==> src/sv/hsv_to_rgb_pixel_formatter_assert.svh <==
// Assertion macros for the pixel formatter.
// Compile with ASSERT_OFF defined to drop every check.
`ifndef HSV_TO_RGB_PIXEL_FORMATTER_ASSERT_SVH
`define HSV_TO_RGB_PIXEL_FORMATTER_ASSERT_SVH

`ifndef ASSERT_OFF

// property must hold at every clock edge outside reset
`define HSVFMT_ASSERT(lbl, clk, rst, prop) \
   lbl: assert property (@(posedge clk) disable iff (rst) (prop)) \
      else $error("hsvfmt assertion failed");

// condition must never be true outside reset
`define HSVFMT_NEVER(lbl, clk, rst, cond) \
   lbl: assert property (@(posedge clk) disable iff (rst) !(cond)) \
      else $error("hsvfmt forbidden condition seen");

`else

`define HSVFMT_ASSERT(lbl, clk, rst, prop)
`define HSVFMT_NEVER(lbl, clk, rst, cond)

`endif

`endif

==> src/sv/hsvfmt_pkg.sv <==
`default_nettype none

package hsvfmt_pkg;

   // field widths
   localparam int CHAN_W  = 8;
   localparam int INDEX_W = 10;
   localparam int COUNT_W = 11;
   localparam int OFF_W   = 6;
   localparam int PROD_W  = 16;
   localparam int RAMP_W  = 14;
   localparam int RECIP_W = 15;
   localparam int SCALE_W = 28;

   // strip limit, effective count saturates here
   localparam logic [COUNT_W-1:0] MAX_PIXELS = 11'd1024;

   // configuration register indexes
   localparam logic CSR_COLOR_ORDER = 1'b0;
   localparam logic CSR_PIXEL_COUNT = 1'b1;

   // wire byte orders
   localparam logic ORDER_RGB = 1'b0;
   localparam logic ORDER_GRB = 1'b1;

   // input channel meaning
   localparam logic MODE_HSV = 1'b0;
   localparam logic MODE_RGB = 1'b1;

   // hue sector starts
   localparam logic [CHAN_W-1:0] HUE_START_1 = 8'd43;
   localparam logic [CHAN_W-1:0] HUE_START_2 = 8'd85;
   localparam logic [CHAN_W-1:0] HUE_START_3 = 8'd128;
   localparam logic [CHAN_W-1:0] HUE_START_4 = 8'd171;
   localparam logic [CHAN_W-1:0] HUE_START_5 = 8'd213;
   localparam logic [CHAN_W-1:0] CHAN_FULL   = 8'd255;

   // hue sectors: which component ramps and in which direction
   localparam logic [2:0] SEC_G_UP   = 3'd0;
   localparam logic [2:0] SEC_R_DOWN = 3'd1;
   localparam logic [2:0] SEC_B_UP   = 3'd2;
   localparam logic [2:0] SEC_G_DOWN = 3'd3;
   localparam logic [2:0] SEC_R_UP   = 3'd4;
   localparam logic [2:0] SEC_B_DOWN = 3'd5;

   // x/43 and x/42 as (x * ceil(2^20/d)) >> 20, exact for x below 27594
   localparam int                 RECIP_SHIFT = 20;
   localparam logic [RECIP_W-1:0] RECIP_43    = 15'd24386;
   localparam logic [RECIP_W-1:0] RECIP_42    = 15'd24967;

   // control that travels alongside the color data
   typedef struct packed {
      logic               valid;
      logic               mode;
      logic               en;
      logic [INDEX_W-1:0] idx;
   } hsvfmt_side_type;

endpackage

`default_nettype wire

==> src/sv/hsv_to_rgb_pixel_formatter.sv <==
// An accepted item passes pipeline stages 1 to 4 and then the output register before rsp_strobe is high.
// Throughput: one item per cycle; four pipeline stages plus an output register.
// busy is never high and results are never held: the receiver cannot stall.
// Reset (synchronous, active high) clears the pipeline valid bits,
// color_order and pixel_count; items in flight are dropped.
`default_nettype none

`include "hsv_to_rgb_pixel_formatter_assert.svh"

module hsv_to_rgb_pixel_formatter
   import hsvfmt_pkg::*;
(
   input  wire logic               clock,
   input  wire logic               reset,
   // item input
   input  wire logic               start,
   output logic                    busy,
   input  wire logic               req_mode,
   input  wire logic [INDEX_W-1:0] req_pixel_index,
   input  wire logic [CHAN_W-1:0]  req_chan_a,
   input  wire logic [CHAN_W-1:0]  req_chan_b,
   input  wire logic [CHAN_W-1:0]  req_chan_c,
   // result output
   output logic                    rsp_strobe,
   output logic                    rsp_write_enable,
   output logic      [INDEX_W-1:0] rsp_out_index,
   output logic      [CHAN_W-1:0]  rsp_byte_first,
   output logic      [CHAN_W-1:0]  rsp_byte_second,
   output logic      [CHAN_W-1:0]  rsp_byte_third,
   // configuration writes
   input  wire logic               csr_write_enable,
   input  wire logic               csr_index,
   input  wire logic [COUNT_W-1:0] csr_write_data
);

   // configuration registers
   logic               color_order_ff;
   logic [COUNT_W-1:0] pixel_count_ff;

   always_ff @(posedge clock) begin
      if (reset) begin
         color_order_ff <= ORDER_RGB;
         pixel_count_ff <= '0;
      end else if (csr_write_enable) begin
         case (csr_index)
            CSR_COLOR_ORDER: color_order_ff <= csr_write_data[0];
            CSR_PIXEL_COUNT: pixel_count_ff <= csr_write_data;
            default: ;
         endcase
      end
   end

   // never stalls
   assign busy = 1'b0;

   // strip bounds check at entry, count saturated to the strip limit
   logic [COUNT_W-1:0] count_eff;
   hsvfmt_side_type    in_side;

   assign count_eff     = (pixel_count_ff > MAX_PIXELS) ? MAX_PIXELS : pixel_count_ff;
   assign in_side.valid = start && !busy;
   assign in_side.mode  = req_mode;
   assign in_side.en    = {1'b0, req_pixel_index} < count_eff;
   assign in_side.idx   = req_pixel_index;

   hsvfmt_side_type   pipe_side;
   logic [CHAN_W-1:0] pipe_red, pipe_green, pipe_blue;

   hsvfmt_pipe u_pipe (
      .clock     (clock),
      .reset     (reset),
      .in_side   (in_side),
      .in_a      (req_chan_a),
      .in_b      (req_chan_b),
      .in_c      (req_chan_c),
      .out_side  (pipe_side),
      .out_red   (pipe_red),
      .out_green (pipe_green),
      .out_blue  (pipe_blue)
   );

   // output register: wire byte order, zero bytes for rejected writes
   logic               strobe_ff;
   logic               wen_ff;
   logic [INDEX_W-1:0] index_ff;
   logic [CHAN_W-1:0]  first_ff, second_ff, third_ff;
   logic [CHAN_W-1:0]  first_in, second_in, third_in;

   always_comb begin
      if (!pipe_side.en) begin
         first_in  = '0;
         second_in = '0;
         third_in  = '0;
      end else if (color_order_ff == ORDER_GRB) begin
         first_in  = pipe_green;
         second_in = pipe_red;
         third_in  = pipe_blue;
      end else begin
         first_in  = pipe_red;
         second_in = pipe_green;
         third_in  = pipe_blue;
      end
   end

   always_ff @(posedge clock) begin
      if (reset) begin
         strobe_ff <= 1'b0;
      end else begin
         strobe_ff <= pipe_side.valid;
      end
   end

   always_ff @(posedge clock) begin
      wen_ff    <= pipe_side.en;
      index_ff  <= pipe_side.idx;
      first_ff  <= first_in;
      second_ff <= second_in;
      third_ff  <= third_in;
   end

   assign rsp_strobe       = strobe_ff;
   assign rsp_write_enable = wen_ff;
   assign rsp_out_index    = index_ff;
   assign rsp_byte_first   = first_ff;
   assign rsp_byte_second  = second_ff;
   assign rsp_byte_third   = third_ff;

   // every accepted item comes out on rsp_strobe after the pipeline and output register
   `HSVFMT_ASSERT(a_item_out, clock, reset, (start && !busy) |-> ##5 rsp_strobe)
   // no result without an earlier accepted item
   `HSVFMT_ASSERT(a_no_extra, clock, reset, rsp_strobe |-> $past(start && !busy, 5))
   // rejected writes carry zero bytes
   `HSVFMT_NEVER(a_reject_zero, clock, reset, rsp_strobe && !rsp_write_enable && (rsp_byte_first != 8'd0 || rsp_byte_second != 8'd0 || rsp_byte_third != 8'd0))

endmodule

`default_nettype wire

==> src/sv/hsvfmt_pipe.sv <==
`default_nettype none

// Four register stages of HSV to RGB conversion, final ramp add after stage four.
module hsvfmt_pipe
   import hsvfmt_pkg::*;
(
   input  wire logic              clock,
   input  wire logic              reset,
   input  wire hsvfmt_side_type   in_side,
   input  wire logic [CHAN_W-1:0] in_a,
   input  wire logic [CHAN_W-1:0] in_b,
   input  wire logic [CHAN_W-1:0] in_c,
   output hsvfmt_side_type        out_side,
   output logic      [CHAN_W-1:0] out_red,
   output logic      [CHAN_W-1:0] out_green,
   output logic      [CHAN_W-1:0] out_blue
);

   // stage 1: sector decode, V*(255-S)
   hsvfmt_side_type    s1_side_ff;
   logic [2:0]         s1_sector_ff, s1_sector_in;
   logic [OFF_W-1:0]   s1_off_ff, s1_off_in;
   logic [PROD_W-1:0]  s1_prod_ff;
   logic [CHAN_W-1:0]  s1_a_ff, s1_b_ff, s1_v_ff;
   logic [CHAN_W-1:0]  hue_base;

   always_comb begin
      if (in_a < HUE_START_1) begin
         s1_sector_in = SEC_G_UP;
         hue_base     = '0;
      end else if (in_a < HUE_START_2) begin
         s1_sector_in = SEC_R_DOWN;
         hue_base     = HUE_START_1;
      end else if (in_a < HUE_START_3) begin
         s1_sector_in = SEC_B_UP;
         hue_base     = HUE_START_2;
      end else if (in_a < HUE_START_4) begin
         s1_sector_in = SEC_G_DOWN;
         hue_base     = HUE_START_3;
      end else if (in_a < HUE_START_5) begin
         s1_sector_in = SEC_R_UP;
         hue_base     = HUE_START_4;
      end else begin
         s1_sector_in = SEC_B_DOWN;
         hue_base     = HUE_START_5;
      end
   end

   logic [CHAN_W-1:0] hue_off;
   assign hue_off   = in_a - hue_base;
   assign s1_off_in = hue_off[OFF_W-1:0];

   always_ff @(posedge clock) begin
      if (reset) begin
         s1_side_ff <= '0;
      end else begin
         s1_side_ff <= in_side;
      end
   end

   always_ff @(posedge clock) begin
      s1_sector_ff <= s1_sector_in;
      s1_off_ff    <= s1_off_in;
      s1_prod_ff   <= PROD_W'(in_c) * PROD_W'(CHAN_FULL - in_b);
      s1_a_ff      <= in_a;
      s1_b_ff      <= in_b;
      s1_v_ff      <= in_c;
   end

   // stage 2: min = prod/255 as (x + (x>>8) + 1) >> 8, span = max - min
   hsvfmt_side_type    s2_side_ff;
   logic [2:0]         s2_sector_ff;
   logic [OFF_W-1:0]   s2_off_ff;
   logic [CHAN_W-1:0]  s2_mn_ff, s2_mx_ff, s2_d_ff, s2_a_ff, s2_b_ff;
   logic [PROD_W:0]    div_sum;
   logic [CHAN_W-1:0]  s2_mn_in;

   assign div_sum  = {1'b0, s1_prod_ff} + {9'd0, s1_prod_ff[PROD_W-1:CHAN_W]} + 17'd1;
   assign s2_mn_in = div_sum[PROD_W-1:CHAN_W];

   always_ff @(posedge clock) begin
      if (reset) begin
         s2_side_ff <= '0;
      end else begin
         s2_side_ff <= s1_side_ff;
      end
   end

   always_ff @(posedge clock) begin
      s2_sector_ff <= s1_sector_ff;
      s2_off_ff    <= s1_off_ff;
      s2_mn_ff     <= s2_mn_in;
      s2_mx_ff     <= s1_v_ff;
      s2_d_ff      <= s1_v_ff - s2_mn_in;
      s2_a_ff      <= s1_a_ff;
      s2_b_ff      <= s1_b_ff;
   end

   // stage 3: span * offset
   hsvfmt_side_type    s3_side_ff;
   logic [2:0]         s3_sector_ff;
   logic [RAMP_W-1:0]  s3_ramp_ff;
   logic [CHAN_W-1:0]  s3_mn_ff, s3_mx_ff, s3_a_ff, s3_b_ff;

   always_ff @(posedge clock) begin
      if (reset) begin
         s3_side_ff <= '0;
      end else begin
         s3_side_ff <= s2_side_ff;
      end
   end

   always_ff @(posedge clock) begin
      s3_sector_ff <= s2_sector_ff;
      s3_ramp_ff   <= RAMP_W'(s2_d_ff) * RAMP_W'(s2_off_ff);
      s3_mn_ff     <= s2_mn_ff;
      s3_mx_ff     <= s2_mx_ff;
      s3_a_ff      <= s2_a_ff;
      s3_b_ff      <= s2_b_ff;
   end

   // stage 4: multiply by reciprocal of 42 or 43
   hsvfmt_side_type    s4_side_ff;
   logic [2:0]         s4_sector_ff;
   logic [SCALE_W-1:0] s4_scale_ff;
   logic [CHAN_W-1:0]  s4_mn_ff, s4_mx_ff, s4_a_ff, s4_b_ff;
   logic [RECIP_W-1:0] recip;
   logic [RAMP_W+RECIP_W-1:0] scale_full;

   assign recip      = (s3_sector_ff inside {SEC_R_DOWN, SEC_R_UP}) ? RECIP_42 : RECIP_43;
   assign scale_full = (RAMP_W+RECIP_W)'(s3_ramp_ff) * (RAMP_W+RECIP_W)'(recip);

   always_ff @(posedge clock) begin
      if (reset) begin
         s4_side_ff <= '0;
      end else begin
         s4_side_ff <= s3_side_ff;
      end
   end

   always_ff @(posedge clock) begin
      s4_sector_ff <= s3_sector_ff;
      s4_scale_ff  <= scale_full[SCALE_W-1:0];
      s4_mn_ff     <= s3_mn_ff;
      s4_mx_ff     <= s3_mx_ff;
      s4_a_ff      <= s3_a_ff;
      s4_b_ff      <= s3_b_ff;
   end

   // quotient, ramp up from min or down from max, place by sector
   logic [CHAN_W-1:0] quot, rise, fall;

   assign quot = s4_scale_ff[RECIP_SHIFT+CHAN_W-1:RECIP_SHIFT];
   assign rise = s4_mn_ff + quot;
   assign fall = s4_mx_ff - quot;

   always_comb begin
      if (s4_side_ff.mode == MODE_RGB) begin
         out_red   = s4_a_ff;
         out_green = s4_b_ff;
         out_blue  = s4_mx_ff;
      end else begin
         case (s4_sector_ff)
            SEC_G_UP: begin
               out_red = s4_mx_ff; out_green = rise;     out_blue = s4_mn_ff;
            end
            SEC_R_DOWN: begin
               out_red = fall;     out_green = s4_mx_ff; out_blue = s4_mn_ff;
            end
            SEC_B_UP: begin
               out_red = s4_mn_ff; out_green = s4_mx_ff; out_blue = rise;
            end
            SEC_G_DOWN: begin
               out_red = s4_mn_ff; out_green = fall;     out_blue = s4_mx_ff;
            end
            SEC_R_UP: begin
               out_red = rise;     out_green = s4_mn_ff; out_blue = s4_mx_ff;
            end
            default: begin
               out_red = s4_mx_ff; out_green = s4_mn_ff; out_blue = fall;
            end
         endcase
      end
   end

   assign out_side = s4_side_ff;

endmodule

`default_nettype wire
==> config.mk <==
export PLATFORM = sky130hd
export DESIGN_NAME = hsv_to_rgb_pixel_formatter
export DESIGN_NICKNAME = d
export VERILOG_FILES = /design/src/sv/hsvfmt_pkg.sv /design/src/sv/hsv_to_rgb_pixel_formatter.sv /design/src/sv/hsvfmt_pipe.sv
export VERILOG_INCLUDE_DIRS = /design/src /design/src/sv
export SDC_FILE = /design/constraint.sdc
export NUM_CORES = 1
export LEC_CHECK = 0
export BUFFER_PORTS_ARGS = -buffer_cell sky130_fd_sc_hd__buf_4
export CAP_MARGIN = 20
export CORE_MARGIN = 5
export CORE_UTILIZATION = 55
export DETAILED_ROUTE_END_ITERATION = 10
export PLACE_DENSITY_LB_ADDON = 0.05
export SETUP_SLACK_MARGIN = 0.05
export SLEW_MARGIN = 20
export SYNTH_ARGS = -nofsm -noshare
export SYNTH_HDL_FRONTEND = slang
export SYNTH_SLANG_ARGS = --single-unit
==> constraint.sdc <==
create_clock -name clock -period 6.7 [get_ports clock]
set_input_delay 1.005 -clock clock [delete_from_list [all_inputs] [get_ports clock]]
set_output_delay 1.005 -clock clock [all_outputs]
set_load 0.01 [all_outputs]
======== Word-level counts from Yosys, hierarchy flattened ========
Index checks and enable logic that the tools add are counted.
Widths: inputs -> output; s select.
operators by class
  add/subtract/negate cells ............... 7
  $mul .................................... 3
  div/mod/pow operators ................... 0
  magnitude comparators ................... 7
  equal/unequal tests ..................... 6
  shift operators ......................... 0
  mux-type cells .......................... 19
  bitwise gates (word level) .............. 1
  reduce and logical (&&, ||, !) cells .... 10
operators by type and width
  kind                   count
  $pmux 8 s3             3
  $mux 8                 5
  $mux 6                 5
  $mul 14x15->28         1
  $lt 8x8->1 const B     3
  $add 16x1->16 const B  1
  $add 16x8->16          1
  $mul 8x16->16          1
  $sub 8x8->8            2
  $mul 8x6->14           1
  $mux 14                1
  $gt 11x11->1 const B   1
  $lt 10x11->1           1
  $mux 11                1
  $reduce_or 2->1        5
  $sub 8x8->9 const A    1
  $add 8x8->8            1
  $lt 8x6->1 const B     1
  $lt 8x7->1 const B     1
  $eq 3x1->1 const B     2
  $eq 3x2->1 const B     2
  $eq 3x3->1 const B     2
  $sub 6x6->6            1
  $mux 2                 2
  6 further kinds        8
storage, ports and cells
  register bits ........................... 310
  bits in latches ......................... 0
  bits in writable memories ............... 0
  memory bits (read-only) ................. 0
  bits of input ports ..................... 51
  logic and storage cells ................. 104
  memories kept ........................... 0

======== Longest topological paths before layout ========
Gate-level depths: netlist of run 1.
  depth in word-level cells ............... 7
  gate-level depth with buffers ........... 24
  depth with buffers taken out ............ 23

======== Hierarchy ========
Synthesis of run 1 repeated with hierarchy kept, for this count alone.
unflattened totals
  cell total of the unflattened synthesis .. 1,734
  area total of the unflattened synthesis .. 17,558.1 um2
by module, submodules not included
  module                      instances  cells an instance  area an instance (um2)
  hsvfmt_pipe                 1          1,568              15,810.2
  hsv_to_rgb_pixel_formatter  1          166                1,747.9

======== Worst setup path before layout of run 1 ========
Ideal clock, no wire load.
  kind .................................... register to register
  start ................................... reg u_pipe.s3_sector_ff[0]
  end ..................................... reg u_pipe.s4_scale_ff[22]
  setup time .............................. 0.072 ns
  data arrival time ....................... 5.832 ns
  required time ........................... 6.628 ns
  slack ................................... 0.796 ns
  stages on the path, launching flop included .. 24
  period minus slack after synthesis ...... 5.904 ns
  cell sequence ........................... dfxtp_1 > xor2_1 > nor2b_1 > clkbuf_1 > nand2_1 > xnor2_1 > ha_1 > a21oi_1 > fa_1 > inv_1 > fa_1 > fa_1 > fa_1 > inv_1 > fa_1 > inv_1 > ha_1 > a21o_1 > a21oi_1 > o221ai_1 > a221o_1 > a221o_1 > a21oi_2 > xnor2_1
on the way
  cells in the longest elaborated chain, start to end .. 4
  elaborated cells between the ends (all ways) .. 5
  classes of those cells .................. 1 x mul; 2 x eq/ne; 1 x mux; 1 x reduce/logical
ends and longest elaborated chain
  element                                          line                source
  start, declared                                  hsvfmt_pipe.sv:101  logic [2:0] s3_sector_ff;
  start signal, assigned                           hsvfmt_pipe.sv:114  s3_sector_ff <= s2_sector_ff;
  $eq 3x1->1 / $eq 3x3->1 (equally long branches)  hsvfmt_pipe.sv:130  assign recip = (s3_sector_ff inside {SEC_R_DOWN, SEC_R_UP}) ? RECIP_42 : RECIP_43;
  $reduce_bool 2->1 *                              hsvfmt_pipe.sv:130
  $mux 14 *                                        hsvfmt_pipe.sv:130
  $mul 14x15->28 *                                 hsvfmt_pipe.sv:131  assign scale_full = (RAMP_W+RECIP_W)'(s3_ramp_ff) * (RAMP_W+RECIP_W)'(recip);
  named net u_pipe.scale_full[22]                  hsvfmt_pipe.sv:128  logic [RAMP_W+RECIP_W-1:0] scale_full;
  end signal, assigned                             hsvfmt_pipe.sv:143  s4_scale_ff <= scale_full[SCALE_W-1:0];
  end, declared                                    hsvfmt_pipe.sv:125  logic [SCALE_W-1:0] s4_scale_ff;
Mark *: on every way through the listed nets, which the timed path passes. The rest lies on a longest branch.
A chain may end at the register's enable or synchronous reset.

======== Worst setup path after layout of run 1 ========
  start ................................... reg u_pipe.s3_sector_ff[0]
  end ..................................... reg u_pipe.s4_scale_ff[27]
Same word-level chain as after synthesis.

==> summary.md, run 1 <==
| Metric | Value |
|---|---|
| Max frequency | about 160 MHz |
| GRT Residual Overflow | 0 |
| CP Capture Point | u_pipe.s4_scale_ff[27] |
| Reg clk slew, reported paths | about 0.07 ns |
| Final setup viols | 0 |
| Ys Warns | 0 |
| Postcts setup bufs | 0 |
| Die ar. | about 35000 µm² |
| Area growth from synthesis to layout | 11.53% |
| Primary FF master, synth | dfxtp_1 |
| Fin. Hold Viols | 0 |
| Synth cell types | 74 |
| Element type at the critical path start | flop |
| Avg Cell Area, Syn | 9.946 µm² |
| Detailed Place HPWL | 29850 µm |
| Slew Limit Fails | 0 |
| Post-synth ARST share | 0% |
| Kind of end point of the critical path | flop |
| Final-stage net count | 2264 |
| Core ar. | roughly 31000 µm² |
| R2r setup slk | 0.55 ns |
| Ports | 88 |
| Fraction of the cycle the final worst path needs | about nine tenths |
| Setup CP Type | flop to flop |
| Max Clock Skew | 0.02580 ns |
| Antenna violations before repair | 0 |
| Beginning of the critical path | u_pipe.s3_sector_ff[0] |
| Register area share after synthesis | about a third |
| Max Cap Violations | 0 |
| Hold Path Stages | 0 |
| Worst-Skew Late Latency | between 0.5 and 0.6 ns |
| Clock sinks | 290 |
| Critical path arrival | around 6.6 ns |
| Post-synth EDFFs | 0 |
| RSZ-0062 raised after global routing | no |
| Ant. Diodes | 0 |
| Via-to-Cell Ratio | ~5.2 |
| Effective utilization at floorplan | 55.52% |
| CTS H-tree depth | 1 |
| Worst-path cell chain | xor2_1 -> nor2b_1 -> nand2_1 -> xnor2_1 -> ha_1 -> a21oi_1 -> fa_1 -> inv_1 -> fa_1 -> fa_1 -> fa_1 -> inv_1 -> fa_1 -> inv_1 -> ha_1 -> nand4_1 -> nor2_1 -> a211oi_1 -> a21boi_1 -> o211ai_1 -> a31o_2 -> xnor2_1 |
| Largest cells by area after synthesis | dfxtp_1 33%, fa_1 18%, ha_1 15% |
| Worst hold-check path type | flop to flop |
| DR WL/cell | around 16 µm |
| Seq cells post-synth | 290 |
| Post-synthesis instance area | ~17000 µm² |
| Die Ht | 188.2 µm |
| Initial DRC Count | roughly 570 |
| Crit-path leading delay family | adder cells |
| CTS resizes | 0 |
| Via count | ~12000 |
| Final GP Congestion | between 0.9 and 1 |
| Antenna viol nets, final | 0 |
| Vias in the first global route | approximately 12000 |
| Post-synth top area share | 33.22% |
| Share of cells above drive strength 1 | just over 8% |
| Chip width | between 150 and 200 µm |
| Setup TNS | 0 ns |
| Worst reg2reg path endpoint | u_pipe.s4_scale_ff[27] |
| Clock Tree Buf Depth | 3 |
| Drt total wl | 36810 µm |
| Buf+Inv Stages, Crit Path | 3 |
| Num CTS Buffers | 28 |
| Synth area leader | dfxtp_1 |
| Commonest cells after routing, fill and taps aside | 290 x dfxtp_1, 277 x inv_1, 209 x ha_1 |
| WP data required | 7.14 ns |
| Commonest non-fill, non-tap cell in the layout | dfxtp_1 |
| Largest net degree at the start of global routing | 67 |
| CTS tree | built |
| Crit-path slowest cell | fa_1 |
| Hold_buf cts | 0 |
| First-pass GRT wire length | 60550 µm |
| First-pass DRT Iterations | 5 |
| Max stage delay on crit path | about 0.54 ns |
| R2R depth | 22 |
| Port-buffer cells | 86 |
| Clk root buf | clkbuf_16 |
| Worst Path Max Fanout | 4 |
| Tmin final | around 6 ns |
| Most used cell, CP | fa_1 |
| R2R Path Start | u_pipe.s3_sector_ff[0] |
| Site row count | 65 |
| Worst slew pin tran | around 1.1 ns |
| Crit path depth | 22 |
| All-Layer GR Usage | 20.96% |
| Syn Inst Count | about 1800 |
| Status | finished, final reports clean |
| Max_slew headroom | 26.06% |
| Drt drc | 0 |
-- logic make-up after synthesis --
logic type / Yosys count / share of synthesized area [%]
xor gates and xnor gates: 64 / 3.208
DFF: 290 / 33.22
other: 2 / 0.04298
and+or+nand+nor: 447 / 13.19
buffers and inverters: 319 / 6.988
adders and majority gates: 370 / 33.41
muxes: 9 / 0.5156
AOI/OAI and AO/OA: 256 / 9.423
-- layout make-up --
| cell class | count | area [µm²] |
|---|---|---|
| sequential | 290 | 5806 |
| fill | 2748 | 11980 |
| clock buffer | 33 | 749.5 |
| timing repair buffer | 91 | 683.2 |
| clock inverter | 19 | 232.7 |
| inverter | 280 | 1051 |
| multi-input combinational | 1152 | 10470 |
| tap | 402 | 503.0 |
-- through the flow --
step,setup slack [ns],util [%],cells,area [µm²],hold WS (ns)
floorplan,0.7960,-,1761,17490,0.3096
global placement,0.4825,58.80,2215,18510,0.3097
detailed placement,0.3975,58.80,2215,18510,0.3121
CTS,0.4138,61.92,2267,19490,0.3143
global route,0.1650,61.92,2267,19490,0.3221
finish,0.5515,61.92,2267,19490,0.3151
-- worst reg2reg max path, stage by stage (launching register included) --
cell      delay, ns
dfxtp_1        0.34
xor2_1         0.32
nor2b_1        0.21
nand2_1        0.13
xnor2_1        0.32
ha_1           0.20
a21oi_1        0.05
fa_1           0.53
inv_1          0.06
fa_1           0.53
fa_1           0.52
fa_1           0.54
inv_1          0.05
fa_1           0.52
inv_1          0.04
ha_1           0.32
nand4_1        0.13
nor2_1         0.07
a211oi_1       0.22
a21boi_1       0.39
o211ai_1       0.17
a31o_2         0.26
xnor2_1        0.12
-- metal layers --
layer | part of all wire, % | routed length [µm] | vias to the layer above | track usage [%]
li1 | - | - | 5857 | -
met1 | 45 | 16570 | 5691 | 28.32
met2 | 48 | 17670 | 239 | 36.13
met3 | 4.7 | 1741 | 63 | 2.538
met4 | 2.3 | 831 | 0 | 5.167
met5 | 0 | 0 | - | 0
-- synth_stat cells (20+ instances only) --
library cell,n
a21oi_1,78
nand2_1,142
ha_1,209
fa_1,161
clkbuf_1,29
nor2_1,55
o21ai_0,46
xnor2_1,44
xor2_1,20
and2_1,25
inv_1,277
nand2b_1,50
nor2b_1,100
dfxtp_1,290
-- worst min-delay path by stage --
| stage | from | end | slack (ns) |
|---|---|---|---|
| after floorplan | u_pipe.out_side[0] | rsp_out_index[0] | 0.31 |
| after global routing | u_pipe.s2_mx_ff[7] | u_pipe.s3_mx_ff[7] | 0.32 |
| final | u_pipe.s2_mx_ff[7] | u_pipe.s3_mx_ff[7] | 0.32 |
| after CTS | u_pipe.s2_mx_ff[7] | u_pipe.s3_mx_ff[7] | 0.31 |
| after global placement | u_pipe.s1_off_ff[1] | u_pipe.s2_off_ff[1] | 0.31 |
| after detailed placement | u_pipe.s1_off_ff[3] | u_pipe.s2_off_ff[3] | 0.31 |
-- registers in the layout (all words and copies together) (netlist names), 10 cells and up --
| name | count |
|---|---|
| u_pipe.s3_ramp_ff | 14 |
| u_pipe.s1_prod_ff | 16 |
| u_pipe.s2_side_ff | 13 |
| pixel_count_ff | 11 |
| u_pipe.s1_side_ff | 13 |
| u_pipe.out_side | 13 |
| rsp_out_index | 10 |
| u_pipe.s3_side_ff | 13 |
Power of run 1 is not shown: default switching activity piles up to over one toggle a cycle in this logic, so the estimate is an artifact.
==> run 2, diff against run 1 <==
CORE_ASPECT_RATIO = 1.2   (was unset)
SYNTH_HIERARCHICAL = 1   (was unset)
==> summary.md, run 2 <==
| Metric | Value |
|---|---|
| Initial DRC Count | 425 (-25%) |
| Antenna violations before repair | 0 (unchanged) |
| Die Ht | 205.7 µm (+9.3%) |
| WP data required | 7.12 ns (-0.02 ns) |
| Antenna viol nets, final | 0 (unchanged) |
| Dominant cell by count in the synthesized netlist | dfxtp_1 |
| Hold_buf cts | 0 (unchanged) |
| All-Layer GR Usage | 20.49% (-0.47 points) |
| Clk root buf | clkbuf_16 |
| Worst hold-check path type | flop to flop |
| CTS H-tree depth | 1 (unchanged) |
| Reg clk slew, reported paths | 0.07 ns (about the same) |
| Post-synth EDFFs | 0 (unchanged) |
| Commonest non-fill, non-tap cell in the layout | dfxtp_1 |
| RSZ-0062 raised after global routing | no |
| Effective utilization at floorplan | 55.83% (+0.31 points) |
| Detailed Place HPWL | 28960 µm (-3.0%) |
| Primary FF master, synth | dfxtp_1 |
| Max Cap Violations | 0 (unchanged) |
| Ys Warns | 6 (+6) |
| Site row count | 71 (+9.2%) |
| Chip width | 173.1 µm (-8.0%) |
| Final setup viols | 0 (unchanged) |
| Final-stage net count | 2245 (-0.84%) |
| R2r setup slk | 0.54 ns (about the same) |
| Die ar. | 35610 µm² (+0.50%) |
| Top flop regs | u_pipe/s1_prod_ff: 16 flops, u_pipe/s3_ramp_ff: 14 flops |
| Tmin final | 6.156 ns (+0.007376 ns) |
| CTS tree | built |
| Register area share after synthesis | 33.06% (-0.16 points) |
| Element type at the critical path start | flop |
| Commonest cells after routing, fill and taps aside | 290 x dfxtp_1, 272 x inv_1, 211 x ha_1 |
| Setup CP Type | flop to flop |
| Biggest register | u_pipe/s1_prod_ff |
| Share of cells above drive strength 1 | 8.691% (+0.43 points) |
| Post-synth top area share | 33.06% (-0.16 points) |
| Fin. Hold Viols | 0 (unchanged) |
| WHS | 0.3182 ns (+0.003124 ns) |
| Worst Path Max Fanout | 5 (+1) |
| Fraction of the cycle the final worst path needs | 91.88% (+0.11 points) |
| Via count | 11750 (-0.86%) |
| Port-buffer cells | 86 (unchanged) |
| R2R Path Start | u_pipe/s3_sector_ff[0] |
| Filler cell count | 2671 (-2.8%) |
| First-pass DRT Iterations | 5 (unchanged) |
| Area growth from synthesis to layout | 11.28% |
| Synth cell types | 67 (-9.5%) |
| Largest register FFs | 16 (unchanged) |
| Num CTS Buffers | 28 (unchanged) |
| Beginning of the critical path | u_pipe/s3_sector_ff[0] |
| Core ar. | 31450 µm² (about the same) |
| Worst-Skew Late Latency | 0.54 ns (-0.03 ns) |
| Slew Limit Fails | 0 (unchanged) |
| Top cell types by occurrence after synthesis | 290 x dfxtp_1, 272 x inv_1, 211 x ha_1 |
| Drt total wl | 35520 µm (-3.5%) |
| Max_slew headroom | 38.75% (+13 points) |
| Worst reg2reg path endpoint | u_pipe/s4_scale_ff[26] |
| GRT Residual Overflow | 0 (unchanged) |
| Largest net degree at the start of global routing | 66 (-1.5%) |
| Syn Inst Count | 1734 (-1.3%) |
| CP Capture Point | u_pipe/s4_scale_ff[26] |
| Seq cells post-synth | 290 (unchanged) |
| Ports | 88 (unchanged) |
| Clock sinks | 290 (unchanged) |
| Clock Tree Buf Depth | 3 (unchanged) |
| Postcts setup bufs | 0 (unchanged) |
| Worst slew pin tran | 0.9175 ns (-0.1876 ns) |
| Via-to-Cell Ratio | 5.240 (+0.24%) |
| Largest cells by area after synthesis | dfxtp_1 33%, fa_1 18%, ha_1 15% |
| Final GP Congestion | 0.9004 (-3.6%) |
| DR WL/cell | 15.84 µm (-2.4%) |
| Avg Cell Area, Syn | 10.13 µm² (+1.8%) |
| Fin util | 62.13% (+0.21 points) |
| Status | finished, final reports clean |
| Max Clock Skew | 0.008822 ns (-0.01698 ns) |
| Max frequency | 162.4 MHz (-0.12%) |
| Critical path arrival | 6.58 ns (about the same) |
| Post-synth ARST share | 0% (unchanged) |
| Drt drc | 0 (unchanged) |
| Synth area leader | dfxtp_1 |
| Kind of end point of the critical path | flop |
| CTS resizes | 0 (unchanged) |
| R2R depth | 23 (+4.5%) |
| Vias in the first global route | 12250 (+1.6%) |
| First-pass GRT wire length | 59910 µm (-1.0%) |
| Setup TNS | 0 ns (unchanged) |
| Post-synthesis instance area | 17560 µm² (+0.48%) |
| Ant. Diodes | 0 (unchanged) |
[run 2: stage by stage]
| step | area, µm² | setup WS, ns | std cells |
|---|---|---|---|
| after detailed placement | 18620 | 0.5886 | 2192 |
| after CTS | 19540 | 0.5667 | 2242 |
| final | 19540 | 0.5441 | 2242 |
| after global routing | 19540 | 0.1753 | 2242 |
| after global placement | 18620 | 0.6988 | 2192 |
| after floorplan | 17570 | 0.8290 | 1737 |
[run 2: worst min-delay path by stage]
stage	start	endpoint	slack [ns]	cells after the start
4_1_cts	u_pipe/s3_mx_ff[4]	u_pipe/s4_mx_ff[4]	0.32	0
3_5_place_dp	u_pipe/s1_a_ff[5]	u_pipe/s2_a_ff[5]	0.31	0
2_1_floorplan	u_pipe/out_side[0]	rsp_out_index[0]	0.31	0
5_1_grt	u_pipe/s2_mx_ff[7]	u_pipe/s3_mx_ff[7]	0.33	0
3_3_place_gp	u_pipe/s2_b_ff[7]	u_pipe/s3_b_ff[7]	0.31	0
6_report	u_pipe/s3_mx_ff[4]	u_pipe/s4_mx_ff[4]	0.32	0
[run 2: cell families (layout without fill, tap and decap cells)]
family,count (synthesis),after routing,synth area share [%]
simple gates,440,440,13.01
fa+ha+maj,373,373,33.51
buf+inv,313,417,6.755
flops,290,290,33.06
compound gates,221,221,8.673
xor+xnor,65,65,3.242
mux,29,29,1.689
other cells,3,6,0.06413
[run 2: layout make-up]
cell class                      instances  area [µm²]  share of cell area, %
Clock buffer                           34       764.5                  3.913
Clock inverter                         16       158.9                 0.8133
Inverter                              273        1025                  5.245
Multi-Input combinational cell       1134       10580                  54.14
Sequential cell                       290        5806                  29.71
Tap cell                              401       501.7                  2.568
Timing Repair Buffer                   94       705.7                  3.612
[run 2: per-layer routing]
layer / vias up / track usage [%] / wire, µm
met5: - / 0 / 0
li1: 5769 / - / -
met1: 5662 / 24.94 / 14930
met3: 68 / 2.444 / 1281
met4: 0 / 6.074 / 1026
met2: 249 / 38.22 / 18270
[run 2: critical path, stage by stage (launching register included)]
cell and delay [ns]:
dfxtp_1 0.35, xor2_1 0.15, buf_4 0.16, nor2b_1 0.20, nand2_1 0.12, xnor2_1 0.32
ha_1 0.20, a21oi_1 0.05, fa_1 0.50, inv_1 0.06, fa_1 0.53, fa_1 0.52
fa_1 0.54, inv_1 0.05, fa_1 0.50, inv_1 0.04, ha_1 0.18, a21oi_1 0.26
o21ai_0 0.14, a221o_1 0.40, o2111ai_1 0.28, nand3_1 0.16, a211oi_1 0.28, nor2_1 0.06
Power of run 2 is left out for the same reason.
==> run 3, diff against run 2 <==
clock period = 5.2 ns   (was 6.7 ns; I/O delays follow)
==> summary.md, run 3 (same netlist as run 2, synthesis figures left out) <==
| Metric | Value |
|---|---|
| Status | finished, violations left |
| Failing checks | negative setup slack |
| Largest register FFs | 16 (unchanged) |
| Site row count | 71 (unchanged) |
| Top flop regs | u_pipe/s1_prod_ff: 16 flops, u_pipe/s3_ramp_ff: 14 flops |
| Kind of end point of the critical path | flop |
| Initial DRC Count | 575 (+35%) |
| Hold_buf cts | 0 (unchanged) |
| Antenna viol nets, final | 0 (unchanged) |
| Area after DPL | 19340 µm² (+3.9%) |
| Via count | 11920 (+1.4%) |
| Worst slew pin tran | 0.8720 ns (-0.04550 ns) |
| Drt total wl | 36070 µm (+1.6%) |
| Ports | 88 (unchanged) |
| Effective utilization at floorplan | 55.83% (unchanged) |
| Slew Limit Fails | 0 (unchanged) |
| WP data required | 5.62 ns (-1.50 ns) |
| R2R Path Start | u_pipe/s3_sector_ff[2] |
| Tmin final | 5.675 ns (-0.4810 ns) |
| Max stage delay on crit path | 0.56 ns (+0.02 ns) |
| Crit-path leading delay family | adder cells |
| Element type at the critical path start | flop |
| Ant. Diodes | 0 (unchanged) |
| Via-to-Cell Ratio | 5.123 (-2.2%) |
| Clock sinks | 290 (unchanged) |
| Commonest non-fill, non-tap cell in the layout | dfxtp_1 |
| Setup CP Type | flop to flop |
| Detailed Place HPWL | 29340 µm (+1.3%) |
| Area growth from synthesis to layout | 16.88% |
| Max frequency | 176.2 MHz (+8.5%) |
| First-pass DRT Iterations | 5 (unchanged) |
| Worst hold-check path type | flop to flop |
| Clk root buf | clkbuf_16 |
| Share of cells above drive strength 1 | 15.43% (+6.7 points) |
| Max Clock Skew | 0.02163 ns (+0.01280 ns) |
| First-pass GRT wire length | 59970 µm (+0.10%) |
| Num CTS Buffers | 28 (unchanged) |
| Crit-path slowest cell | fa_1 |
| Fraction of the cycle the final worst path needs | 109.1% (+17 points) |
| Core ar. | 31450 µm² (unchanged) |
| CTS tree | built |
| Final setup viols | 7 (+7) |
| DR WL/cell | 15.51 µm (-2.1%) |
| Fin util | 65.26% (+3.1 points) |
| Worst-Skew Late Latency | 0.55 ns (about the same) |
| Reg clk slew, reported paths | 0.07 ns (about the same) |
| GRT Residual Overflow | 0 (unchanged) |
| Clock Tree Buf Depth | 3 (unchanged) |
| Antenna violations before repair | 0 (unchanged) |
| Final GP Congestion | 0.9082 (+0.87%) |
| Worst reg2reg path endpoint | u_pipe/s4_scale_ff[27] |
| All-Layer GR Usage | 20.64% (+0.15 points) |
| Port-buffer cells | 86 (unchanged) |
| Critical path arrival | 6.10 ns (-0.48 ns) |
| Max Cap Violations | 0 (unchanged) |
| R2r setup slk | -0.47 ns (-1.02 ns) |
| Fin. Hold Viols | 0 (unchanged) |
| Setup slack after layout | -0.4749 ns (-1.019 ns) |
| Post-route cell area | 20520 µm² (+5.0%) |
| Hold Path Sink | u_pipe/s3_mx_ff[5] |
| Hold Path Stages | 0 (unchanged) |
| Buf+Inv Stages, Crit Path | 4 (unchanged) |
| Worst Path Max Fanout | 9 (+4) |
| Largest net degree at the start of global routing | 66 (unchanged) |
| Commonest cells after routing, fill and taps aside | 288 x dfxtp_1, 263 x inv_1, 199 x ha_1 |
| Min-delay src | u_pipe/s2_mx_ff[5] |
| Die Ht | 205.7 µm (unchanged) |
| Most used cell, CP | fa_1 |
| RSZ-0062 raised after global routing | yes |
| Final-stage net count | 2327 (+3.7%) |
| Die ar. | 35610 µm² (unchanged) |
| Biggest register | u_pipe/s1_prod_ff |
| Drt drc | 0 (unchanged) |
| Max_slew headroom | 41.79% (+3.0 points) |
| Worst-path cell chain | xor2_2 -> nand2b_1 -> buf_12 -> nand2_4 -> fa_1 -> inv_2 -> fa_1 -> fa_1 -> fa_1 -> fa_1 -> inv_2 -> fa_1 -> inv_1 -> ha_4 -> nand4_1 -> a2111o_1 -> a21oi_2 -> o2111ai_2 -> a41oi_2 -> nor2_1 -> xnor2_1 |
| R2R depth | 21 (-8.7%) |
| Chip width | 173.1 µm (unchanged) |
| Vias in the first global route | 12520 (+2.2%) |
| CTS H-tree depth | 1 (unchanged) |
run 3: changes by cell type in the layout (fill, tap and decap cells not counted), sizes merged:
cell,change
clkinvlp,-2
buf,+82
clkinv,+2
clkbuf,+2
inv,-1
bufinv,+1
run 3: worst max-delay path by stage:
stage	startpoint	endpoint	slack (ns)	cells after the start
floorplan	u_pipe/s3_sector_ff[0]	u_pipe/s4_scale_ff[26]	-0.18	21
global placement	u_pipe/s3_sector_ff[0]	u_pipe/s4_scale_ff[26]	-0.42	21
detailed placement	u_pipe/s3_sector_ff[0]	u_pipe/s4_scale_ff[27]	-0.48	21
CTS	u_pipe/s3_sector_ff[0]	u_pipe/s4_scale_ff[27]	-0.48	21
global route	u_pipe/s3_sector_ff[2]	u_pipe/s4_scale_ff[27]	-0.69	21
finish	u_pipe/s3_sector_ff[2]	u_pipe/s4_scale_ff[27]	-0.47	21
run 3: timing repair:
item                       in CTS  in global routing
setup endpoints to repair       8                  8
pin swaps                       5                 16
buffers inserted                1                  4
gates resized for setup        13                 18
run 3: per-stage QoR:
stage	std cells	setup slack, ns	hold slack [ns]	setup TNS (ns)
floorplan	1737	-0.1781	0.3095	-0.5004
finish	2326	-0.4749	0.3119	-2.338
global route	2326	-0.6902	0.3240	-4.030
detailed placement	2269	-0.4774	0.3121	-2.587
CTS	2322	-0.4811	0.3089	-2.274
global placement	2269	-0.4199	0.3097	-2.234
run 3: routing by layer:
layer	track usage (%)	vias to the layer above	share of wire [%]
li1	-	5922	-
met1	24.99	5677	42
met2	38.27	244	51
met3	2.664	74	3.6
met4	6.615	0	3.0
met5	0	-	0
run 3: layout make-up:
class,instances,area [µm²]
clock buffers,36,800.8
clock inverters,16,202.7
fillers,2623,10930
inverters,273,1025
multi-input cells,1134,10850
flip-flops and latches,290,5808
well taps,401,501.7
repair buffers,176,1334
run 3: worst register-to-register path, stage by stage (launching register included):
cell and delay [ns]:
dfxtp_2 0.34, xor2_2 0.18, nand2b_1 0.12, buf_12 0.15, nand2_4 0.08, fa_1 0.56, inv_2 0.06, fa_1 0.52
fa_1 0.44, fa_1 0.48, fa_1 0.56, inv_2 0.05, fa_1 0.50, inv_1 0.06, ha_4 0.26, nand4_1 0.12
a2111o_1 0.32, a21oi_2 0.14, o2111ai_2 0.17, a41oi_2 0.23, nor2_1 0.08, xnor2_1 0.12
Power of run 3 is left out for the same reason.
